File: config.mk
export PLATFORM = sky130hd
export DESIGN_NAME = three_level_priority_work_scheduler
export DESIGN_NICKNAME = d
export VERILOG_FILES = /design/src/sv/tlpws_pkg.sv /design/src/sv/three_level_priority_work_scheduler.sv
export SDC_FILE = /design/constraint.sdc
export NUM_CORES = 1
export LEC_CHECK = 0
export BUFFER_PORTS_ARGS = -buffer_cell sky130_fd_sc_hd__buf_2
export CORE_ASPECT_RATIO = 0.9
export CORE_UTILIZATION = 40
export DETAILED_ROUTE_END_ITERATION = 10
export PLACE_DENSITY_LB_ADDON = 0.1
export REMOVE_ABC_BUFFERS = 1
export SYNTH_ARGS = -nofsm -noshare
export SYNTH_HDL_FRONTEND = slang
export SYNTH_SLANG_ARGS = --single-unit
File: constraint.sdc
create_clock -name clk -period 4.2 [get_ports clk]
set_input_delay 0.42 -clock clk [delete_from_list [all_inputs] [get_ports clk]]
set_output_delay 0.42 -clock clk [all_outputs]
set_load 0.02 [all_outputs]
File: src/sv/tlpws_pkg.sv
// Shared types and constants for the three-level priority work scheduler.
// No dependencies; imported by three_level_priority_work_scheduler.
package tlpws_pkg;

	localparam int DEFAULT_QUEUE_DEPTH = 16;
	localparam int DEFAULT_TAG_BITS    = 16;

	localparam int RATIO_W       = 8;
	localparam int SERVED_TAG_W  = 16;
	localparam int PENDING_W     = 6;
	localparam logic [RATIO_W-1:0] RATIO_RESET = 8'd4;

	typedef enum logic {
		OP_PUSH = 1'b0,
		OP_POP  = 1'b1
	} op_t;

	localparam logic [1:0] CLS_HIGH = 2'd0;
	localparam logic [1:0] CLS_MED  = 2'd1;
	localparam logic [1:0] CLS_LOW  = 2'd2;

	typedef enum logic [1:0] {
		ST_PUSHED = 2'd0,
		ST_FULL   = 2'd1,
		ST_POPPED = 2'd2,
		ST_EMPTY  = 2'd3
	} status_t;

endpackage

File: src/sv/three_level_priority_work_scheduler.sv
// Three-level priority work scheduler: high, medium and low tag FIFOs with a
// medium-to-low service ratio. Depends on tlpws_pkg.
//
// Push items put a tag into the FIFO of their class (class three counts as
// low) or come back flagged full; pop items hand out a tag, high first, then
// medium, letting one low tag through each time the run of medium services
// reaches medium_to_low_ratio. Every item gives exactly one result item. The
// block takes one item per cycle when the output side keeps up; an accepted
// item passes through the input register, then the result register, where its
// result is presented until taken. The rate is set by the queue update: each
// FIFO keeps its head tag in a register that is prefetched from its memory at
// the next read pointer, with a bypass when a push lands in an empty FIFO, so
// a pop never waits on a memory read. Write medium_to_low_ratio only while the
// block is idle; it resets to 4. There is no clearing pass after reset.
module three_level_priority_work_scheduler
	import tlpws_pkg::*;
#(
	parameter int QUEUE_DEPTH = DEFAULT_QUEUE_DEPTH,
	parameter int TAG_BITS    = DEFAULT_TAG_BITS
) (
	input  logic                    clk,
	input  logic                    arst_n,
	// configuration
	input  logic                    cfg_wr_en,
	input  logic [RATIO_W-1:0]      cfg_wr_data,
	// input channel
	input  logic                    in_valid,
	output logic                    in_stall,
	input  logic                    operation,
	input  logic [1:0]              priority_class,
	input  logic [TAG_BITS-1:0]     work_tag,
	// result channel
	output logic                    out_valid,
	input  logic                    out_stall,
	output logic [1:0]              status,
	output logic [SERVED_TAG_W-1:0] served_tag,
	output logic [1:0]              served_class,
	output logic [PENDING_W-1:0]    pending_total
);

	localparam int PTR_W = (QUEUE_DEPTH > 1) ? $clog2(QUEUE_DEPTH) : 1;
	localparam int CNT_W = $clog2(QUEUE_DEPTH + 1);
	localparam int SUM_W = (CNT_W + 2 > PENDING_W) ? CNT_W + 2 : PENDING_W;
	localparam logic [PTR_W-1:0] PTR_LAST = PTR_W'(QUEUE_DEPTH - 1);
	localparam logic [CNT_W-1:0] CNT_FULL = CNT_W'(QUEUE_DEPTH);

	// ---------------------------------------------------------------------
	// Configuration register
	// ---------------------------------------------------------------------
	logic [RATIO_W-1:0] ratio_q;

	always_ff @(posedge clk or negedge arst_n) begin
		if (!arst_n) begin
			ratio_q <= RATIO_RESET;
		end else if (cfg_wr_en) begin
			ratio_q <= cfg_wr_data;
		end
	end

	// ---------------------------------------------------------------------
	// Handshake: input register (s1) feeds result register (s2).
	// s1 advances whenever s2 is empty or its item is being taken.
	// ---------------------------------------------------------------------
	logic                valid_s1;
	op_t                 op_s1;
	logic [1:0]          cls_s1;
	logic [TAG_BITS-1:0] tag_s1;

	logic                valid_s2;
	status_t             status_s2;
	logic [SERVED_TAG_W-1:0] tag_s2;
	logic [1:0]          cls_s2;
	logic [PENDING_W-1:0] pending_s2;

	logic advance;
	logic in_accept;
	logic s1_fire;

	assign advance   = !valid_s2 || !out_stall;
	assign in_stall  = valid_s1 && !advance;
	assign in_accept = in_valid && !in_stall;
	assign s1_fire   = valid_s1 && advance;

	always_ff @(posedge clk or negedge arst_n) begin
		if (!arst_n) begin
			valid_s1 <= 1'b0;
		end else if (in_accept) begin
			valid_s1 <= 1'b1;
		end else if (advance) begin
			valid_s1 <= 1'b0;
		end
	end

	// payload of the input register: load on accept only
	always_ff @(posedge clk) begin
		if (in_accept) begin
			op_s1  <= op_t'(operation);
			cls_s1 <= priority_class;
			tag_s1 <= work_tag;
		end
	end

	// ---------------------------------------------------------------------
	// Queue state
	// ---------------------------------------------------------------------
	logic [2:0][PTR_W-1:0]    rp_q;
	logic [2:0][PTR_W-1:0]    wp_q;
	logic [2:0][CNT_W-1:0]    cnt_q;
	logic [2:0][TAG_BITS-1:0] head_q;
	logic [RATIO_W-1:0]       svc_q;

	logic [2:0][PTR_W-1:0]    rp_next;
	logic [2:0][PTR_W-1:0]    wp_next;
	logic [2:0][CNT_W-1:0]    cnt_next;
	logic [RATIO_W-1:0]       svc_next;

	logic [2:0] nonempty;
	logic [2:0] full;
	logic [2:0] push_en;
	logic [2:0] pop_en;
	logic [1:0] push_idx;
	logic [1:0] pop_sel;
	logic       pop_ok;
	status_t    status_next;
	logic [SUM_W-1:0] pending_sum;

	// class three is stored as low
	always_comb begin
		case (cls_s1)
			CLS_HIGH: push_idx = CLS_HIGH;
			CLS_MED:  push_idx = CLS_MED;
			default:  push_idx = CLS_LOW;
		endcase
	end

	// Pop arbitration: high first; medium until the service run reaches the
	// ratio, then one low tag (if any) and restart the run; low last.
	always_comb begin
		for (int g = 0; g < 3; g++) begin
			nonempty[g] = (cnt_q[g] != '0);
			full[g]     = (cnt_q[g] == CNT_FULL);
		end
		pop_ok   = 1'b1;
		pop_sel  = CLS_HIGH;
		svc_next = svc_q;
		if (nonempty[CLS_HIGH]) begin
			pop_sel = CLS_HIGH;
		end else if (nonempty[CLS_MED]) begin
			if (svc_q >= ratio_q) begin
				pop_sel  = nonempty[CLS_LOW] ? CLS_LOW : CLS_MED;
				svc_next = '0;
			end else begin
				pop_sel  = CLS_MED;
				svc_next = svc_q + RATIO_W'(1);
			end
		end else if (nonempty[CLS_LOW]) begin
			pop_sel = CLS_LOW;
		end else begin
			pop_ok = 1'b0;
		end
	end

	always_comb begin
		if (op_s1 == OP_PUSH) begin
			status_next = full[push_idx] ? ST_FULL : ST_PUSHED;
		end else begin
			status_next = pop_ok ? ST_POPPED : ST_EMPTY;
		end
	end

	// per-queue enables, pointer and count updates
	always_comb begin
		for (int g = 0; g < 3; g++) begin
			push_en[g] = s1_fire && (op_s1 == OP_PUSH) && (push_idx == 2'(g)) && !full[g];
			pop_en[g]  = s1_fire && (op_s1 == OP_POP) && pop_ok && (pop_sel == 2'(g));

			rp_next[g] = rp_q[g];
			if (pop_en[g]) begin
				rp_next[g] = (rp_q[g] == PTR_LAST) ? '0 : rp_q[g] + PTR_W'(1);
			end
			wp_next[g] = wp_q[g];
			if (push_en[g]) begin
				wp_next[g] = (wp_q[g] == PTR_LAST) ? '0 : wp_q[g] + PTR_W'(1);
			end

			if (push_en[g]) begin
				cnt_next[g] = cnt_q[g] + CNT_W'(1);
			end else if (pop_en[g]) begin
				cnt_next[g] = cnt_q[g] - CNT_W'(1);
			end else begin
				cnt_next[g] = cnt_q[g];
			end
		end
		pending_sum = SUM_W'(cnt_next[0]) + SUM_W'(cnt_next[1]) + SUM_W'(cnt_next[2]);
	end

	always_ff @(posedge clk or negedge arst_n) begin
		if (!arst_n) begin
			rp_q  <= '0;
			wp_q  <= '0;
			cnt_q <= '0;
			svc_q <= '0;
		end else begin
			rp_q  <= rp_next;
			wp_q  <= wp_next;
			cnt_q <= cnt_next;
			// the run counter moves only on pops that reach the medium test
			if (s1_fire && (op_s1 == OP_POP) && !nonempty[CLS_HIGH] && nonempty[CLS_MED]) begin
				svc_q <= svc_next;
			end
		end
	end

	// ---------------------------------------------------------------------
	// Tag memories, one per class. Each cycle prefetch the entry at the next
	// read pointer into the head register; bypass a push into an empty FIFO.
	// ---------------------------------------------------------------------
	for (genvar g = 0; g < 3; g++) begin : g_fifo
		logic [TAG_BITS-1:0] mem_q [QUEUE_DEPTH];

		always_ff @(posedge clk) begin
			if (push_en[g]) begin
				mem_q[wp_q[g]] <= tag_s1;
			end
			if (push_en[g] && (wp_q[g] == rp_next[g])) begin
				head_q[g] <= tag_s1;
			end else begin
				head_q[g] <= mem_q[rp_next[g]];
			end
		end
	end

	// ---------------------------------------------------------------------
	// Result register
	// ---------------------------------------------------------------------
	always_ff @(posedge clk or negedge arst_n) begin
		if (!arst_n) begin
			valid_s2 <= 1'b0;
		end else if (advance) begin
			valid_s2 <= valid_s1;
		end
	end

	always_ff @(posedge clk) begin
		if (s1_fire) begin
			status_s2  <= status_next;
			pending_s2 <= pending_sum[PENDING_W-1:0];
			if (status_next == ST_POPPED) begin
				tag_s2 <= SERVED_TAG_W'(head_q[pop_sel]);
				cls_s2 <= pop_sel;
			end else begin
				tag_s2 <= '0;
				cls_s2 <= CLS_HIGH;
			end
		end
	end

	assign out_valid     = valid_s2;
	assign status        = status_s2;
	assign served_tag    = tag_s2;
	assign served_class  = cls_s2;
	assign pending_total = pending_s2;

`ifndef SYNTH
	a_count_bound: assert property (@(posedge clk) disable iff (!arst_n)
		(cnt_q[0] <= CNT_FULL) && (cnt_q[1] <= CNT_FULL) && (cnt_q[2] <= CNT_FULL))
		else $error("queue count above depth");

	a_stall_only_when_held: assert property (@(posedge clk) disable iff (!arst_n)
		!valid_s1 |-> !in_stall)
		else $error("input stalled with an empty input register");

	a_empty_pop_no_change: assert property (@(posedge clk) disable iff (!arst_n)
		(s1_fire && (op_s1 == OP_POP) && !pop_ok) |=> ($stable(cnt_q) && $stable(svc_q)))
		else $error("pop on empty queues changed state");

	a_ratio_low_restarts_run: assert property (@(posedge clk) disable iff (!arst_n)
		(s1_fire && (op_s1 == OP_POP) && !nonempty[CLS_HIGH] && nonempty[CLS_MED]
			&& (pop_sel == CLS_LOW)) |=> (svc_q == '0))
		else $error("low service by ratio did not clear the run counter");

	a_push_result_clean: assert property (@(posedge clk) disable iff (!arst_n)
		(valid_s2 && ((status_s2 == ST_PUSHED) || (status_s2 == ST_FULL)))
			|-> ((tag_s2 == '0) && (cls_s2 == CLS_HIGH)))
		else $error("push result carries a served tag");
`endif

endmodule
# After elaboration in Yosys (flattened, before gate mapping)
# Memory sizes are Yosys's and may differ from the RTL's. A register that Yosys moved wholly into a read port is not among the register bits.
# Index checks and enable logic that the tools add are counted.
# totals
out_inout_bits	28
n_memories	3
ramBits	768
reg_bits	102
# op_classes
reduce_logical	34
n_eq_ne	15
muxes	40
order_cmp	3
n_addsub	15
bitwise	2
# memory_table
memory	depth	width	read_ports	rd_clocked_by_memory_dff	wr	line	source
g_fifo[0].mem_q	16	16	1	1	1	three_level_priority_work_scheduler.sv:219	logic [TAG_BITS-1:0] mem_q [QUEUE_DEPTH];
g_fifo[1].mem_q	16	16	1	1	1	three_level_priority_work_scheduler.sv:219	
g_fifo[2].mem_q	16	16	1	1	1	three_level_priority_work_scheduler.sv:219	
# ops
op	n
$mux W4	9
$bmux W16 S2	1
$mux W5	6
$add A4 B1 Y4 const B	6
$eq A4 B4 Y1 const B	6
$logic_and A1 B1 Y1	17
$mux W16	1
$add A5 B1 Y5 const B	3
$eq A5 B5 Y1 const B	3
$reduce_bool A5 Y1	3
$sub A5 B1 Y5 const B	3
$mux W1	14
$mux W2	6
$add A8 B1 Y8 const B	1
$ge A8 B8 Y1	1
$logic_not A1 Y1	8
$mux W8	1
$add A5 B5 Y6	1
$add A6 B5 Y6	1
$eq A2 B1 Y1 const B	3
$eq A2 B2 Y1 const B	3
$logic_not A2 Y1	3
$lt A2 B3 Y1 const B	2
$pmux W2 S2	1
other kinds (5)	6

# Depth between registers and ports, before layout
# logic_depth
ltp_word	11
depth_mapped	18

# Worst setup path after synthesis
# OpenSTA, ideal clock, no wires.
# synth_timing
path_type	flip-flop to flip-flop
from	register ratio_q[2]
to	register pending_s2[5] (netlist: pending_total[5]) (data pin)
arrival_time_ns	3.542
setup_ns	0.262
stages_incl_launch_ff	19
slack_ns	0.395
path_cell_list	dfstp_2 inv_1 ha_1 o21a_1 nor2_1 o41ai_4 a21oi_1 buf_2 nor2b_1 a211oi_1 fa_1 inv_1 ha_1 inv_1 fa_1 inv_1 a21o_1 a21oi_1 xor2_1
# synth_via
elab_chain_len	10
# synth_rtl
element	line	source
from (decl)	three_level_priority_work_scheduler.sv:50	logic [RATIO_W-1:0] ratio_q;
from (signal assigned)	three_level_priority_work_scheduler.sv:56	ratio_q <= cfg_wr_data;
$ge A8 B8 Y1 *	three_level_priority_work_scheduler.sv:149	if (svc_q >= ratio_q) begin
$mux W2 *	three_level_priority_work_scheduler.sv:149	
$mux W2 *	three_level_priority_work_scheduler.sv:148	end else if (nonempty[CLS_MED]) begin
$mux W2 *	three_level_priority_work_scheduler.sv:146	if (nonempty[CLS_HIGH]) begin
$eq A2 B1 Y1 or $logic_not A2 Y1 (tied branches)	three_level_priority_work_scheduler.sv:175	pop_en[g] = s1_fire && (op_s1 == OP_POP) && pop_ok && (pop_sel == 2'(g));
$logic_and A1 B1 Y1	three_level_priority_work_scheduler.sv:175	
$mux W5	three_level_priority_work_scheduler.sv:188	end else if (pop_en[g]) begin
$mux W5	three_level_priority_work_scheduler.sv:186	if (push_en[g]) begin
$add A5 B5 Y6	three_level_priority_work_scheduler.sv:194	pending_sum = SUM_W'(cnt_next[0]) + SUM_W'(cnt_next[1]) + SUM_W'(cnt_next[2]);
$add A6 B5 Y6 *	three_level_priority_work_scheduler.sv:194	
net pending_sum[5]	three_level_priority_work_scheduler.sv:125	logic [SUM_W-1:0] pending_sum;
to (signal assigned)	three_level_priority_work_scheduler.sv:247	pending_s2 <= pending_sum[PENDING_W-1:0];
to (decl)	three_level_priority_work_scheduler.sv:73	logic [PENDING_W-1:0] pending_s2;
# Mark *: on every way through the listed nets, which the timed path passes. The rest lies on a longest branch.
# A chain may end at the register's enable or synchronous reset.

# Worst setup path after layout
# Ends and elaborated chain as after synthesis.

==> reports/results.ini <==
[outcome]
outcome = finished clean

[global_routing]
globalRouteOverflowTotal = 0
grt_use_total = 0.189
antenna_found_initial = 5
grt_pass1_vias = 17600
grt_max_degree = 65
grt_first_pass_wirelength_mm = 120

[detailed_routing]
routed_wl_mm = 81.3
ant_nets = 0
drc = 0
vias = 16998
first_iter_violations = 1658
avgViaCountPerCell = 5.44
dr.pass1.iters = 5
wl_per_cell_um = 26.0

[synthesis]
yosys.area_share.adder = 0.0157
netlist_top_cells_area = edfxtp_1, mux4_2, dfrtp_1
synth-simple-area-share = 0.0270
synth_cell_type_count = 62
synth.top_cell.area_share = 0.703
synth_top_family_by_area = multiplexers
yosys-top-cells-count = edfxtp_1, mux4_2, dfrtp_1, inv_1, nor2_1
syn_inst = 1703
synth_compound_area_frac = 0.0359
syn_area_per_cell_um2 = 20.4
yosys_register_bits = 882
syn-cell-area_um2 = 34700
ys_async_sr_fraction = 0.0646
synth_mux_area_frac = 0.147
synthXorXnorAreaFrac = 0.00656
ys_seq_area_frac = 0.751
synth-edff-count = 813
yosys.area.top_type = edfxtp_1
yosys_warnings = 0
synth-main-ff-cell = edfxtp_1
synth_most_common_cell = edfxtp_1

[power]
p_leak_nw = 13.3
vdd_ir_drop_max_mv = 0.327
seqPwrFrac = 0.435
swShare = 0.282
p_switching_mw = 7.02
pwr-share-comb = 0.229
p_int_mw = 17.8
p_clk_frac = 0.336
power_density_nw_per_um2 = 614

[clock_tree]
cts-root-buf = clkbuf_16
cts_max_path_buffers = 3
cts.sinks = 882
clkTransAtPathRegs_ns = 0.06
cts_tree = done
worstSkewPairLatency_ns = 0.65
htreeDepth = 3
numCtsBuffers = 91
post-cts-setup-buffers = 0

[sta]
fin_worst_skew_ns = 0.0213
fin_crit_sh = 0.926
finalHoldViolCount = 0
setup_viol = 0
rsz0062_at_grt = false
finalSetupTns_ns = 0
maxSlewViolCount = 0
finalCriticalPeriod_ns = 3.89
max_freq_ghz = 0.257
whs_ns = 0.127
relSlewSlack = 0.297
worst_pin_slew_ns = 1.05

[min_path]
hp-class = in -> reg
whs_endpoint = ratio_q[2]
whs_path_depth = 2
min-delay-start = cfg_wr_en

[worst_setup_path]
critical-path-top-delay-family = adder cells
r2r_start = ratio_q[2]
required_ns = 4.58
slowest_stage = o41ai_4
reg2reg_to = pending_total[5]
rr_worst_depth = 17
worstPathCellList = inv_1 > ha_1 > o21a_1 > nor2_1 > o41ai_4 > o211a_1 > mux2i_1 > o21ai_1 > fa_1 > inv_1 > ha_1 > inv_1 > fa_2 > inv_1 > a21o_1 > a21oi_1 > xor2_1
path_buf_inv = 4
cp-end-kind = flip-flop
cp-start-kind = flip-flop
arrival_ns = 4.27
crit_top_cell = inv_1
path_class = reg -> reg
crit_path_max_fanout = 5
r2r_slack_ns = 0.31
slowest_delay_ns = 0.53

[cells_and_area]
drive_gt1_frac = 0.280
fillers = 7234
multi_input_area_um2 = 8210
layout.cells.non_filler = 3124
nNetsFinal = 1977
syn_to_final_growth_pct = 16.6
seq_area_um2 = 26100

[die]
fp-row-count = 102
ioPinCount = 60
start_util = 0.404
die-width_um = 313
die_h_um = 281
die-area_um2 = 88000
core_area_um2 = 86000

[job]
drv_cap = 0

[placed_design]
dp_hpwl_mm = 48.7
globalplace.congestion = 0.798
dp.cells = 2926
place.port_buffers = 59

==> sequential cells by signal, summed over array words and instances (netlist names), named ones only <==
name,flops
g_fifo.mem_q,768
served_tag,16
tag_s1,16
cnt_q,15
rp_q,12
wp_q,12
ratio_q,8
svc_q,8
pending_total,6
cls_s1,2
served_class,2
status,2
op_s1,1
out_valid,1
valid_s1,1
==> power groups by stage <==
stage	Combinational [mW]	Clock [mW]	Sequential, mW
2_1_floorplan	3.41	0	11.3
3_3_place_gp	5.75	0	11.0
3_5_place_dp	5.75	0	11.0
4_1_cts	5.79	8.53	10.8
5_1_grt	6.15	8.87	10.9
6_report	5.70	8.35	10.8
==> kinds of logic after synthesis <==
family	count (synthesis)
flops	882
mux	262
simple gates	185
compound gates	177
buf+inv	131
fa+ha+maj	40
xor+xnor	26
==> per-layer routing <==
| metal | GRT usage | up-vias | share of wire |
|---|---|---|---|
| met5 | 0 | - | 0 |
| met4 | 0.0479 | 0 | 0.019 |
| met3 | 0.0313 | 101 | 0.056 |
| met2 | 0.297 | 434 | 0.47 |
| met1 | 0.274 | 9056 | 0.46 |
| li1 | - | 7407 | - |
==> cell type report <==
cell class | count | area share
Sequential cell | 882 | 0.645
Clock buffer | 117 | 0.0630
Tap cell | 1144 | 0.0354
Inverter | 49 | 0.00455
Timing Repair Buffer | 191 | 0.0355
Clock inverter | 47 | 0.0134
Multi-Input combinational cell | 690 | 0.203
Antenna cell | 4 | 0.000247
==> worst max path at each step <==
stage	from	endpoint	cells after the start
2_1_floorplan	flip-flop	served_tag[11]	5
4_1_cts	ratio_q[2]	pending_total[5]	17
5_1_grt	ratio_q[2]	pending_total[5]	17
6_report	ratio_q[2]	pending_total[5]	17
3_3_place_gp	ratio_q[2]	pending_total[5]	17
3_5_place_dp	ratio_q[2]	pending_total[5]	17
==> placed cells by master, fill, tap and decap left out, types with 10 or more instances in the layout <==
cell type	count
a21oi_1	35
inv_1	49
edfxtp_1	813
nor3_2	12
xnor2_1	17
nor4_2	12
mux2i_1	37
buf_4	96
dfrtp_1	56
mux4_2	194
nand2_1	38
a22o_1	22
nor2_1	47
clkinv_2	10
bufinv_16	13
ha_1	34
clkbuf_1	13
buf_2	59
clkinv_1	21
a221oi_1	24
nand3_1	15
mux2_2	20
o22ai_1	14
clkbuf_16	95
o21ai_0	33
dlygate4sd3_1	30
and2_1	15
==> metrics by stage <==
step                       util  setup slack (ns)  instance area, um2  total power, mW
after detailed placement  0.431             0.157               37000             16.8
after global routing      0.470            0.0470               40500             25.9
after floorplan               -            -0.297               34300             14.7
after global placement    0.431             0.134               37000             16.7
after CTS                 0.470             0.130               40400             25.2
final                     0.470             0.312               40500             24.9
==> worst reg2reg max path, stage by stage (launching register included) <==
cell	delay, ns
dfstp_2	0.51
inv_1	0.04
ha_1	0.26
o21a_1	0.11
nor2_1	0.05
o41ai_4	0.53
o211a_1	0.29
mux2i_1	0.23
o21ai_1	0.12
fa_1	0.45
inv_1	0.06
ha_1	0.16
inv_1	0.07
fa_2	0.39
inv_1	0.06
a21o_1	0.09
a21oi_1	0.06
xor2_1	0.14
==> what timing repair did <==
action | in CTS | in global routing
resized for setup | 0 | 5
setup endpoints to repair | 0 | 1
hold endpoints to repair | 63 | 0
hold buffers | 30 | 0
No activity file was read; power rests on OpenSTA's default activity.
